`src/rtl/core/tli_pkg.sv`:
```
// ----------------------------------------------------------------------------
// tli_pkg
// Shared types and constants of the table linear interpolator: table
// geometry, field widths, request kinds and the queued request beat.
// ----------------------------------------------------------------------------
package tli_pkg;

   // table geometry
   localparam int ENTRIES   = 4096;
   localparam int IDX_BITS  = $clog2(ENTRIES);
   localparam int ROWS_BITS = IDX_BITS + 1;

   // field widths
   localparam int X_BITS = 24;
   localparam int Y_BITS = 32;

   // row count limits and reset value
   localparam logic [ROWS_BITS-1:0] ROWS_MIN   = ROWS_BITS'(2);
   localparam logic [ROWS_BITS-1:0] ROWS_MAX   = ROWS_BITS'(ENTRIES);
   localparam logic [ROWS_BITS-1:0] ROWS_RESET = ROWS_BITS'(ENTRIES);

   // arithmetic widths: |dy| * |t| and the quotient, then base plus quotient
   localparam int DY_BITS   = Y_BITS + 1;
   localparam int PROD_BITS = DY_BITS + X_BITS;
   localparam int BASE_BITS = PROD_BITS + 2;
   localparam int CNT_BITS  = $clog2(PROD_BITS);

   // saturation limits
   localparam logic [Y_BITS-1:0] Y_MAX_VAL = {1'b0, {(Y_BITS-1){1'b1}}};
   localparam logic [Y_BITS-1:0] Y_MIN_VAL = {1'b1, {(Y_BITS-1){1'b0}}};

   // request queue between front and back
   localparam int Q_DEPTH    = 4;
   localparam int Q_PTR_BITS = $clog2(Q_DEPTH);

   // table memory word: {x, y}
   localparam int RAM_WIDTH = X_BITS + Y_BITS;

   typedef enum logic {
      REQ_LOAD  = 1'b0,
      REQ_QUERY = 1'b1
   } req_kind_type;

   typedef struct packed {
      req_kind_type        kind;
      logic [IDX_BITS-1:0] idx;
      logic [X_BITS-1:0]   x;
      logic [Y_BITS-1:0]   y;
      logic [X_BITS-1:0]   q;
   } item_type;

endpackage

```
`src/rtl/core/tli_front.sv`:
```
// ----------------------------------------------------------------------------
// tli_front
// Request front end: accepts load and query beats into a short queue and
// presents the oldest one, tagged by kind, to the execution back end.
// ----------------------------------------------------------------------------
module tli_front import tli_pkg::*; (
   input  logic     clock,
   input  logic     reset,
   input  logic     push_en,
   input  item_type push_item,
   output logic     full,
   output logic     head_valid,
   output item_type head_item,
   input  logic     head_pop
);

   item_type              slot_ff [Q_DEPTH];
   logic [Q_PTR_BITS-1:0] wr_ptr_ff, wr_ptr_in;
   logic [Q_PTR_BITS-1:0] rd_ptr_ff, rd_ptr_in;
   logic [Q_PTR_BITS:0]   count_ff, count_in;
   logic                  push_ok;
   logic                  pop_ok;

   assign full       = (count_ff == (Q_PTR_BITS+1)'(Q_DEPTH));
   assign head_valid = (count_ff != '0);
   assign head_item  = slot_ff[rd_ptr_ff];

   assign push_ok = push_en & ~full;
   assign pop_ok  = head_pop & head_valid;

   // pointer and fill count update
   always_comb begin
      wr_ptr_in = push_ok ? wr_ptr_ff + 1'b1 : wr_ptr_ff;
      rd_ptr_in = pop_ok ? rd_ptr_ff + 1'b1 : rd_ptr_ff;
      count_in  = count_ff;
      if (push_ok && !pop_ok) begin
         count_in = count_ff + 1'b1;
      end else if (pop_ok && !push_ok) begin
         count_in = count_ff - 1'b1;
      end
   end

   always_ff @(posedge clock) begin
      if (reset) begin
         wr_ptr_ff <= '0;
         rd_ptr_ff <= '0;
         count_ff  <= '0;
      end else begin
         wr_ptr_ff <= wr_ptr_in;
         rd_ptr_ff <= rd_ptr_in;
         count_ff  <= count_in;
      end
   end

   // queue slots
   always_ff @(posedge clock) begin
      if (push_ok) begin
         slot_ff[wr_ptr_ff] <= push_item;
      end
   end

endmodule

```
`config.mk`:
```
export PLATFORM = sky130hd
export DESIGN_NAME = tli_front
export DESIGN_NICKNAME = d
export VERILOG_FILES = /design/src/rtl/core/tli_pkg.sv /design/src/rtl/core/tli_front.sv
export SDC_FILE = /design/constraint.sdc
export NUM_CORES = 1
export LEC_CHECK = 0
export BUFFER_PORTS_ARGS = -buffer_cell sky130_fd_sc_hd__buf_2
export CORE_MARGIN = 8
export CORE_UTILIZATION = 45
export CTS_CLUSTER_SIZE = 25
export DETAILED_ROUTE_END_ITERATION = 6
export GPL_TIMING_DRIVEN = 1
export PLACE_DENSITY = 0.74
export SYNTH_ARGS = -nofsm -noshare
export SYNTH_HDL_FRONTEND = slang
export SYNTH_SLANG_ARGS = --single-unit
```
`constraint.sdc`:
```
create_clock -name clock -period 4.4 [get_ports clock]
set_clock_uncertainty 0.1 [all_clocks]
set_input_delay 0.22 -clock clock [delete_from_list [all_inputs] [get_ports clock]]
set_output_delay 0.22 -clock clock [all_outputs]
set_load 0.05 [all_outputs]
```
==> metrics, run 1 <==
top cell family by delay on the critical path flip-flops; Nets 949; iteration-0 DRC count of the detailed router 266; Hold Path Sink rd_ptr_ff[0]; cells along the critical path buf_4 > mux4_2 > buf_2; cell area after synthesis 13900 um2; Avg Vias per Cell 5.15; Die H 192 um; die extent in x 192 um; Worst Slack Setup Final 1.46 ns; worst vdd ir 0.483 mV; Routed WL per cell 21.2 um; Mapped Nets 636; # rows 64; most frequent cells in the layout edfxtp_1 (372), buf_2 (191), dlygate4sd3_1 (95), mux4_2 (93), clkbuf_16 (39); hold path start head_pop; most common cell after layout, fill and taps aside edfxtp_1; static leakage 0.00591 uW; Final min period 2.94 ns; yosys warns 0; data required time at the worst endpoint 4.08 ns; CP Launch Type register; Data arrival, critical path 2.62 ns; dpl ws 1.88 ns; hold path cells 4; Ports 192; CTS buffer count 39; root buf cell clkbuf_16; HP Class input pin to register; core box area 30500 um2; Reg2Reg Launch Point count_ff[0]; Fill cells 2169; Setup TNS 0 ns; Netlist cell types 21; Setup Viol. Count Final 0; DRC viols 0; Final HPWL DP 15.8 mm; Post-Route WL 27.0 mm; I/O Buffers 191; pin count of the biggest net entering global routing 56; Avg Inst Size Synth 26.0 um2; Syn Inst Count 533; unrepaired setup endpoints after global routing false; Slew Limit Fails 0; via count of the first global-routing pass 7258; initial core utilization 45.5%; Post-CTS Setup Repair Bufs 0; Setup crit end kind output port; Worst Tran Pin Value 0.742 ns; clk slew on worst S/H paths 0.06 ns; cell depth of the worst flop-to-flop path 8; gpl congestion 0.723; Reg-to-Reg End count_ff[2]; clk buf depth 3; Finished Layout Cells 1271; Placed Instances 1106; drt pass-1 iters 4; max_cap viols 0; initial antenna violation count 0; Seq/Total Area, Yosys 81.8%; Fmax 0.340 GHz; number of synthesized register bits 381; Slew HR 50.5%; TritonCTS clock tree built; Buf/Inv on CP 2; CP peak stage delay 0.76 ns; antenna viol nets, final 0; CTS sink count 381; die footprint 36700 um2; GRT Overall Usage 14.7%; routed via count 6540; final period utilization 66.8%; H-tree depth 2; P&R area growth vs syn 25.9%; share of cells above drive strength 1 40.3%; global-route wire length before repair 41.2 mm; Setup CP Type register to output port; Hold WS 0.0441 ns; Clk Latency, worst-skew pair 0.51 ns; status complete, no violations; Slowest cell on crit path dfxtp_4; pwr dens 630 nW/um2; Remaining Overflow, GRT 0; worst-path fanout max 30; setup slack, reg-to-reg 1.88 ns; Hold Vio Cnt, Final 0; diode count 0
[registers in the layout, summed over array words and instances, names as in the netlist, named ones only]
name,count
count_ff,3
rd_ptr_ff,2
slot_ff,372
wr_ptr_ff,2
[tightest hold or removal path: stages]
cell	delay, ns
buf_2	0.11
o31ai_1	0.11
xor2_1	0.10
nor2_1	0.09
[synthesized netlist by cell type]
master,count,area (um2)
nand2b_1,2,12.5
nor2_1,6,22.5
xor2_1,4,35.0
clkbuf_1,3,11.3
a21oi_1,2,10.0
mux4_2,93,2090
nor3b_1,1,7.51
and2_1,4,25.0
buf_6,8,90.1
buf_4,2,15.0
o31ai_1,1,7.51
o21ai_0,2,10.0
mux2i_1,2,20.0
or3_1,3,18.8
buf_2,8,40.0
inv_1,4,15.0
dfxtp_1,9,180
edfxtp_1,372,11200
fa_1,1,20.0
o311ai_0,1,8.76
ha_1,5,62.6
[layer usage]
metal / vias to the layer above / track usage (%) / routed length [um]
li1: 2924 / - / -
met1: 3379 / 19.1 / 11400
met2: 199 / 24.9 / 13400
met3: 38 / 3.45 / 1690
met4: 0 / 3.76 / 479
met5: - / 0 / 0
[how the worst max path moves through the flow]
stage	endpoint	slack, ns	depth (start not counted)
after CTS	head_item[30]	1.37	3
after floorplan	slot_ff[0][0]	0.45	3
after detailed placement	slot_ff[3][89]	1.88	4
after global placement	head_item[30]	1.93	3
after global routing	head_item[60]	1.26	3
final	head_item[30]	1.46	3
[repair_timing]
action / in CTS / in global routing
hold endpoints to repair: 381 / 0
gates resized for setup: 0 / 0
hold buffers: 95 / 0
[metrics by stage]
stage          total power, uW  cell area, um2  utilization (%)
2_1_floorplan             7240           13900                -
3_3_place_gp              7940           15300             50.2
3_5_place_dp              7970           15300             50.2
4_1_cts                  11100           17500             57.3
5_1_grt                  11400           17500             57.3
6_report                 11000           17500             57.3
[report_power, final]
part | internal [uW] | switching [uW]
registers | 4360 | 191
logic | 1070 | 2280
clock network | 1810 | 1280
total | 7250 | 3750
[cells by family (layout without fill, tap and decap cells)]
family,after synthesis,count (layout),synth area share (%)
DFF,381,381,81.8
and+or+nand+nor,16,16,0.622
AOI/OAI and AO/OA,6,6,0.262
buffers and inverters,25,367,1.24
xor gates and xnor gates,4,4,0.252
adders and majority gates,6,6,0.595
muxes,95,95,15.2
[cell type report]
class | instances | area [um2] | share of cell area, %
clock inverter | 23 | 199 | 1.14
multi-input combinational | 127 | 2360 | 13.5
timing repair buffer | 293 | 2030 | 11.6
tap | 396 | 495 | 2.84
sequential | 381 | 11400 | 65.0
inverter | 4 | 15.0 | 0.0859
clock buffer | 47 | 1010 | 5.76
(Power assumes the default switching activity.)
==> inputs of run 2 (changes only) <==
--- a/config.mk
+++ b/config.mk
@@ -11,7 +11,7 @@
 export CTS_CLUSTER_SIZE = 25
 export DETAILED_ROUTE_END_ITERATION = 6
 export GPL_TIMING_DRIVEN = 1
-export PLACE_DENSITY = 0.74
+export PLACE_DENSITY = 0.76
 export SYNTH_ARGS = -nofsm -noshare
 export SYNTH_HDL_FRONTEND = slang
 export SYNTH_SLANG_ARGS = --single-unit
==> constraint.sdc (replaced) <==
create_clock -name clock -period 2.65 [get_ports clock]
set_clock_uncertainty 0.1 [all_clocks]
set_input_delay 0.1325 -clock clock [delete_from_list [all_inputs] [get_ports clock]]
set_output_delay 0.1325 -clock clock [all_outputs]
set_load 0.05 [all_outputs]
==> run 2 against run 1 <==
First-iteration DRC count increased by 7.9%. Register-to-register slack worse by 1.5 ns. Critical path depth is the same. Combinational power rose by 74%. Utilization up 0.77 points. Final area is 1.3% higher. Global-route usage is 0.23 points higher. Non-clock buffer count up 16. Sequential power up 64%. Routed wire length increased by 2.9%. Clock power rose by 63%. Worst setup slack worse by 1.3 ns.
==> metrics, run 2 (synthesized netlist as in run 1, its figures left out) <==
status complete, no violations; CP peak stage delay 0.57 ns (-0.19 ns); GRT Overall Usage 15.0% (+0.23 points); Post-CTS Setup Repair Bufs 0 (unchanged); pwr dens 1040 nW/um2 (+64%); Pint 12100 uW (+67%); Largest Register slot_ff; routed via count 6631 (+1.4%); HP Class input pin to register; Setup Viol. Count Final 0 (unchanged); P&R area growth vs syn 27.6%; Setup CP Type register to output port; pin count of the biggest net entering global routing 38 (-32%); CP Launch Type register; Avg Vias per Cell 5.16 (+0.36%); Clk Latency, worst-skew pair 0.50 ns (about the same); top cell family by delay on the critical path buffers and inverters; Data arrival, critical path 2.22 ns (-0.40 ns); register share of total power 40.7% (-0.7 points); max_cap viols 0 (unchanged); TritonCTS clock tree built; Net Sw Frac 33.8% (-0.30 points); Setup crit end kind output port; combinational share of power 31.8% (+1.3 points); # rows 64 (unchanged); clk buf depth 3 (unchanged); Slew Limit Fails 0 (unchanged); Hold Vio Cnt, Final 0 (unchanged); data required time at the worst endpoint 2.42 ns (-1.66 ns); Top Registers slot_ff (372), count_ff (3); global-route wire length before repair 42.0 mm (+1.9%); Final HPWL DP 17.0 mm (+7.7%); final period utilization 92.5%; clk slew on worst S/H paths 0.06 ns (about the same); I/O Buffers 191 (unchanged); H-tree depth 2 (unchanged); worst vdd ir 0.779 mV (+61%); Remaining Overflow, GRT 0 (unchanged); iteration-0 DRC count of the detailed router 287 (+7.9%); root buf cell clkbuf_16; Slowest cell on crit path mux4_2; initial antenna violation count 1 (+1); drt pass-1 iters 6 (+2); sw power 6200 uW (+65%); most common cell after layout, fill and taps aside edfxtp_1; Setup TNS 0 ns (unchanged); core box area 30500 um2 (unchanged); Worst Tran Pin Value 0.500 ns (-0.242 ns); antenna viol nets, final 0 (unchanged); Final min period 2.45 ns; Routed WL per cell 21.6 um (+1.8%); share of cells above drive strength 1 40.7% (+0.36 points); via count of the first global-routing pass 7574 (+4.4%); initial core utilization 45.5% (unchanged); Post-Place Cell Area 15600 um2 (+1.6%); Fmax 0.408 GHz; Ports 192 (unchanged); gpl congestion 0.696 (-3.7%); Post-Route WL 27.8 mm (+2.9%); worst-path fanout max 18 (-40%); DRC viols 0 (unchanged); static leakage 0.00601 uW (+1.7%); cells along the critical path buf_4 > mux4_2 > buf_2; Clock power frac 27.5% (-0.6 points); unrepaired setup endpoints after global routing false; design area 17700 um2 (+1.3%); CTS buffer count 38 (-2.6%); CTS resizes 0 (unchanged); Nets 964 (+1.6%); Die H 192 um (unchanged); max reg flops 372 (unchanged); die extent in x 192 um (unchanged); CTS sink count 381 (unchanged); Fill cells 2171 (+0.092%); Buf/Inv on CP 2 (unchanged); die footprint 36700 um2 (unchanged); Slew HR 66.7% (+16 points); most frequent cells in the layout edfxtp_1 (372), buf_2 (191), dlygate4sd3_1 (96), mux4_2 (93), clkbuf_16 (41)
==> run 2: cell count changes in the layout (fill, tap and decap cells not counted), sizes merged <==
| cell | delta |
|---|---|
| clkinvlp | -1 |
| bufinv | -1 |
| clkinv | -2 |
| clkbuf | +2 |
| diode | +1 |
| inv | -2 |
| buf | +15 |
| dlygate4sd3 | +1 |
==> run 2: through the flow <==
stage          hold slack (ns)  total power (uW)  utilization (%)  instances  setup slack [ns]
2_1_floorplan            0.131             12000                -        533           0.00528
3_3_place_gp             0.245             13300             51.0       1121             0.462
3_5_place_dp             0.248             13400             51.0       1121             0.427
4_1_cts                 0.0508             18600             58.0       1283             0.108
5_1_grt                 0.0893             19000             58.0       1284            0.0384
6_report                0.0797             18300             58.0       1284             0.200
==> run 2: area by class of cell <==
type                       count  area, um2  share of cell area, %
sequential                   381      11400                   64.1
multi-input combinational    127       2370                   13.4
timing repair buffer         309       2280                   12.9
clock buffer                  49       1060                   5.96
tap                          396        495                   2.80
clock inverter                17        129                  0.728
inverter                       4       15.0                 0.0848
antenna                        1       2.50                 0.0141
==> run 2: path summary, 6_finish.rpt <==
| kind | depth (start not counted) | slack (ns) | startpoint | endpoint |
|---|---|---|---|---|
| worst max-delay path | 3 | 0.20 | register | head_item[50] |
| worst min register to register | 2 | 0.42 | wr_ptr_ff[1] | wr_ptr_ff[1] |
| worst max register to register | 7 | 0.37 | count_ff[0] | count_ff[2] |
| worst min-delay path | 5 | 0.08 | push_en | wr_ptr_ff[1] |
==> run 2: layer usage <==
layer | wire, um | GRT usage, %
met1 | 11100 | 18.5
met2 | 14400 | 26.1
met3 | 1640 | 3.23
met4 | 566 | 4.53
met5 | 0 | 0
==> run 2: what timing repair did <==
action	CTS	global route
hold buffers	96	0
hold endpoints to repair	381	0
setup endpoints to repair	0	0
==> run 2: tightest hold or removal path, delay by kind of cell <==
family                 cells  cell delay, ns
buffers and inverters      3            0.32
muxes                      1            0.11
and+or+nand+nor            1            0.07
==> run 2: power groups by stage <==
stage | Sequential, uW | Combinational [uW] | Clock, uW
final | 7470 | 5830 | 5040
after floorplan | 7480 | 4520 | 0
after global routing | 7520 | 6120 | 5400
after detailed placement | 7600 | 5790 | 0
after global placement | 7560 | 5760 | 0
after CTS | 7480 | 5930 | 5180
==> inputs of run 3 (changes only) <==
==> constraint.sdc (replaced) <==
create_clock -name clock -period 2.65 [get_ports clock]
set_clock_uncertainty 0.1 [all_clocks]
set_input_delay 0.3975 -clock clock [delete_from_list [all_inputs] [get_ports clock]]
set_output_delay 0.3975 -clock clock [all_outputs]
set_load 0.05 [all_outputs]
==> run 3 against run 2 <==
Combinational power rose by 0.9%. Via count shrank 1.1%. Critical path type unchanged. Utilization down 0.16 points. Routed wire length rose by 0.40%. Global-route usage is essentially flat. First-iteration DRC count is 9.1% higher. Final area decreased by 0.28%.
==> metrics, run 3 (synthesized netlist as in run 1, its figures left out) <==
worst-path fanout max 31 (+13); pin count of the biggest net entering global routing 64 (+68%); # rows 64 (unchanged); Setup crit end kind output port; core box area 30500 um2 (unchanged); Setup CP Type register to output port; Ports 192 (unchanged); Slew Limit Fails 0 (unchanged); Placed Instances 1116 (-0.45%); Final HPWL DP 16.4 mm (-3.8%); Hold WS 0.0347 ns (-0.0450 ns); data required time at the worst endpoint 2.15 ns (-0.27 ns); most common cell after layout, fill and taps aside edfxtp_1; CTS sink count 381 (unchanged); TritonCTS clock tree built; Nets 958 (-0.62%); Largest Register slot_ff; routed via count 6559 (-1.1%); Routed WL per cell 21.7 um (+0.48%); root buf cell clkbuf_16; initial core utilization 45.5% (unchanged); Setup Viol. Count Final 0 (unchanged); Fill cells 2200 (+1.3%); Post-Route WL 27.9 mm (+0.40%); P&R area growth vs syn 27.3%; via count of the first global-routing pass 7377 (-2.6%); max reg flops 372 (unchanged); clk slew on worst S/H paths 0.06 ns (about the same); initial antenna violation count 2 (+1); Final min period 2.54 ns (+0.0863 ns); final period utilization 95.7% (+3.3 points); global-route wire length before repair 42.1 mm (+0.31%); Avg Vias per Cell 5.11 (-1.0%); gpl congestion 0.719 (+3.2%); static leakage 0.00600 uW (-0.16%); antenna viol nets, final 0 (unchanged); Finished Layout Cells 1283 (-0.078%); Worst Slack Setup Final 0.114 ns (-0.0863 ns); I/O Buffers 191 (unchanged); cell depth of the worst flop-to-flop path 7 (unchanged); die extent in x 192 um (unchanged); CTS buffer count 39 (+2.6%); sequential cell area 11400 um2 (unchanged); status complete, no violations; Fmax 0.394 GHz (-3.4%); H-tree depth 2 (unchanged); unrepaired setup endpoints after global routing false; CP Capture Point head_item[16]; worst vdd ir 0.736 mV (-5.6%); HP Class input pin to register; Reg-to-Reg End count_ff[2]; DRC viols 0 (unchanged); Hold Vio Cnt, Final 0 (unchanged); Remaining Overflow, GRT 0 (unchanged); Reg2Reg Launch Point count_ff[0]; iteration-0 DRC count of the detailed router 313 (+9.1%); max_cap viols 0 (unchanged); Clk Latency, worst-skew pair 0.51 ns (about the same); Data arrival, critical path 2.04 ns (-0.18 ns); CP Launch Type register; dpl ws 0.395 ns (-0.0316 ns); drt pass-1 iters 4 (-2); Top Registers slot_ff (372), count_ff (3); Setup TNS 0 ns (unchanged); pwr dens 1050 nW/um2 (+1.4%); setup slack, reg-to-reg 0.41 ns (+0.04 ns); die footprint 36700 um2 (unchanged); most frequent cells in the layout edfxtp_1 (372), buf_2 (191), mux4_2 (93), dlygate4sd3_1 (91), clkbuf_16 (40); Die H 192 um (unchanged); clk buf depth 3 (unchanged); Slew HR 69.1% (+2.5 points); Worst Tran Pin Value 0.463 ns (-0.0371 ns); GRT Overall Usage 15.0% (+0.033 points); Multi-input gate area 2370 um2 (unchanged); share of cells above drive strength 1 41.2% (+0.50 points)
[run 3: cell types whose count changed in the layout (fill, tap and decap cells not counted), sizes merged]
| cell | delta |
|---|---|
| clkinv | +6 |
| dlygate4sd3 | -5 |
| buf | -2 |
| bufinv | +1 |
| clkbuf | -1 |
[run 3: how the worst min path moves through the flow]
stage	from	endpoint	slack [ns]	depth (start not counted)
global route	push_item[32]	slot_ff[1][32]	0.004	1
CTS	push_item[32]	slot_ff[1][32]	0.005	1
finish	push_item[32]	slot_ff[2][32]	0.03	1
detailed placement	rd_ptr_ff[0]	rd_ptr_ff[0]	0.41	2
global placement	rd_ptr_ff[1]	register	0.40	2
floorplan	wr_ptr_ff[1]	wr_ptr_ff[1]	0.38	2
[run 3: layout make-up]
| cell class | count | share of cell area [%] |
|---|---|---|
| clock inverter | 24 | 1.13 |
| clock buffer | 48 | 5.84 |
| tap | 396 | 2.81 |
| sequential | 381 | 64.3 |
| inverter | 4 | 0.0850 |
| antenna | 1 | 0.0142 |
| timing repair buffer | 302 | 12.4 |
| multi-input combinational | 127 | 13.4 |
[run 3: critical path: stages (launching register included)]
cell     delay (ns)
dfxtp_4        0.44
buf_16         0.27
mux4_2         0.56
buf_2          0.23
[run 3: metrics by stage]
step,power [uW],instance area [um2],util (%)
3_5_place_dp,13400,15500,50.8
4_1_cts,18800,17700,57.9
6_report,18500,17700,57.9
5_1_grt,19300,17700,57.9
2_1_floorplan,12000,13900,-
3_3_place_gp,13300,15500,50.8
[run 3: metal layers]
metal	global-route usage, %	vias to the layer above	part of all wire (%)
li1	-	2950	-
met1	18.7	3383	42
met2	25.9	183	51
met3	3.50	41	5.4
met4	4.17	2	2.0
met5	0	-	0.047
[run 3: timing repair]
action	in CTS	in global routing
resized for setup	1	0
setup buffers	3	0
setup endpoints to repair	58	0
hold endpoints to repair	363	0
hold buffers	91	0
[run 3: power breakdown]
part	total [uW]	switching [uW]	internal (uW)
Clock	5220	2150	3070
Sequential	7440	200	7240
Combinational	5880	3950	1930
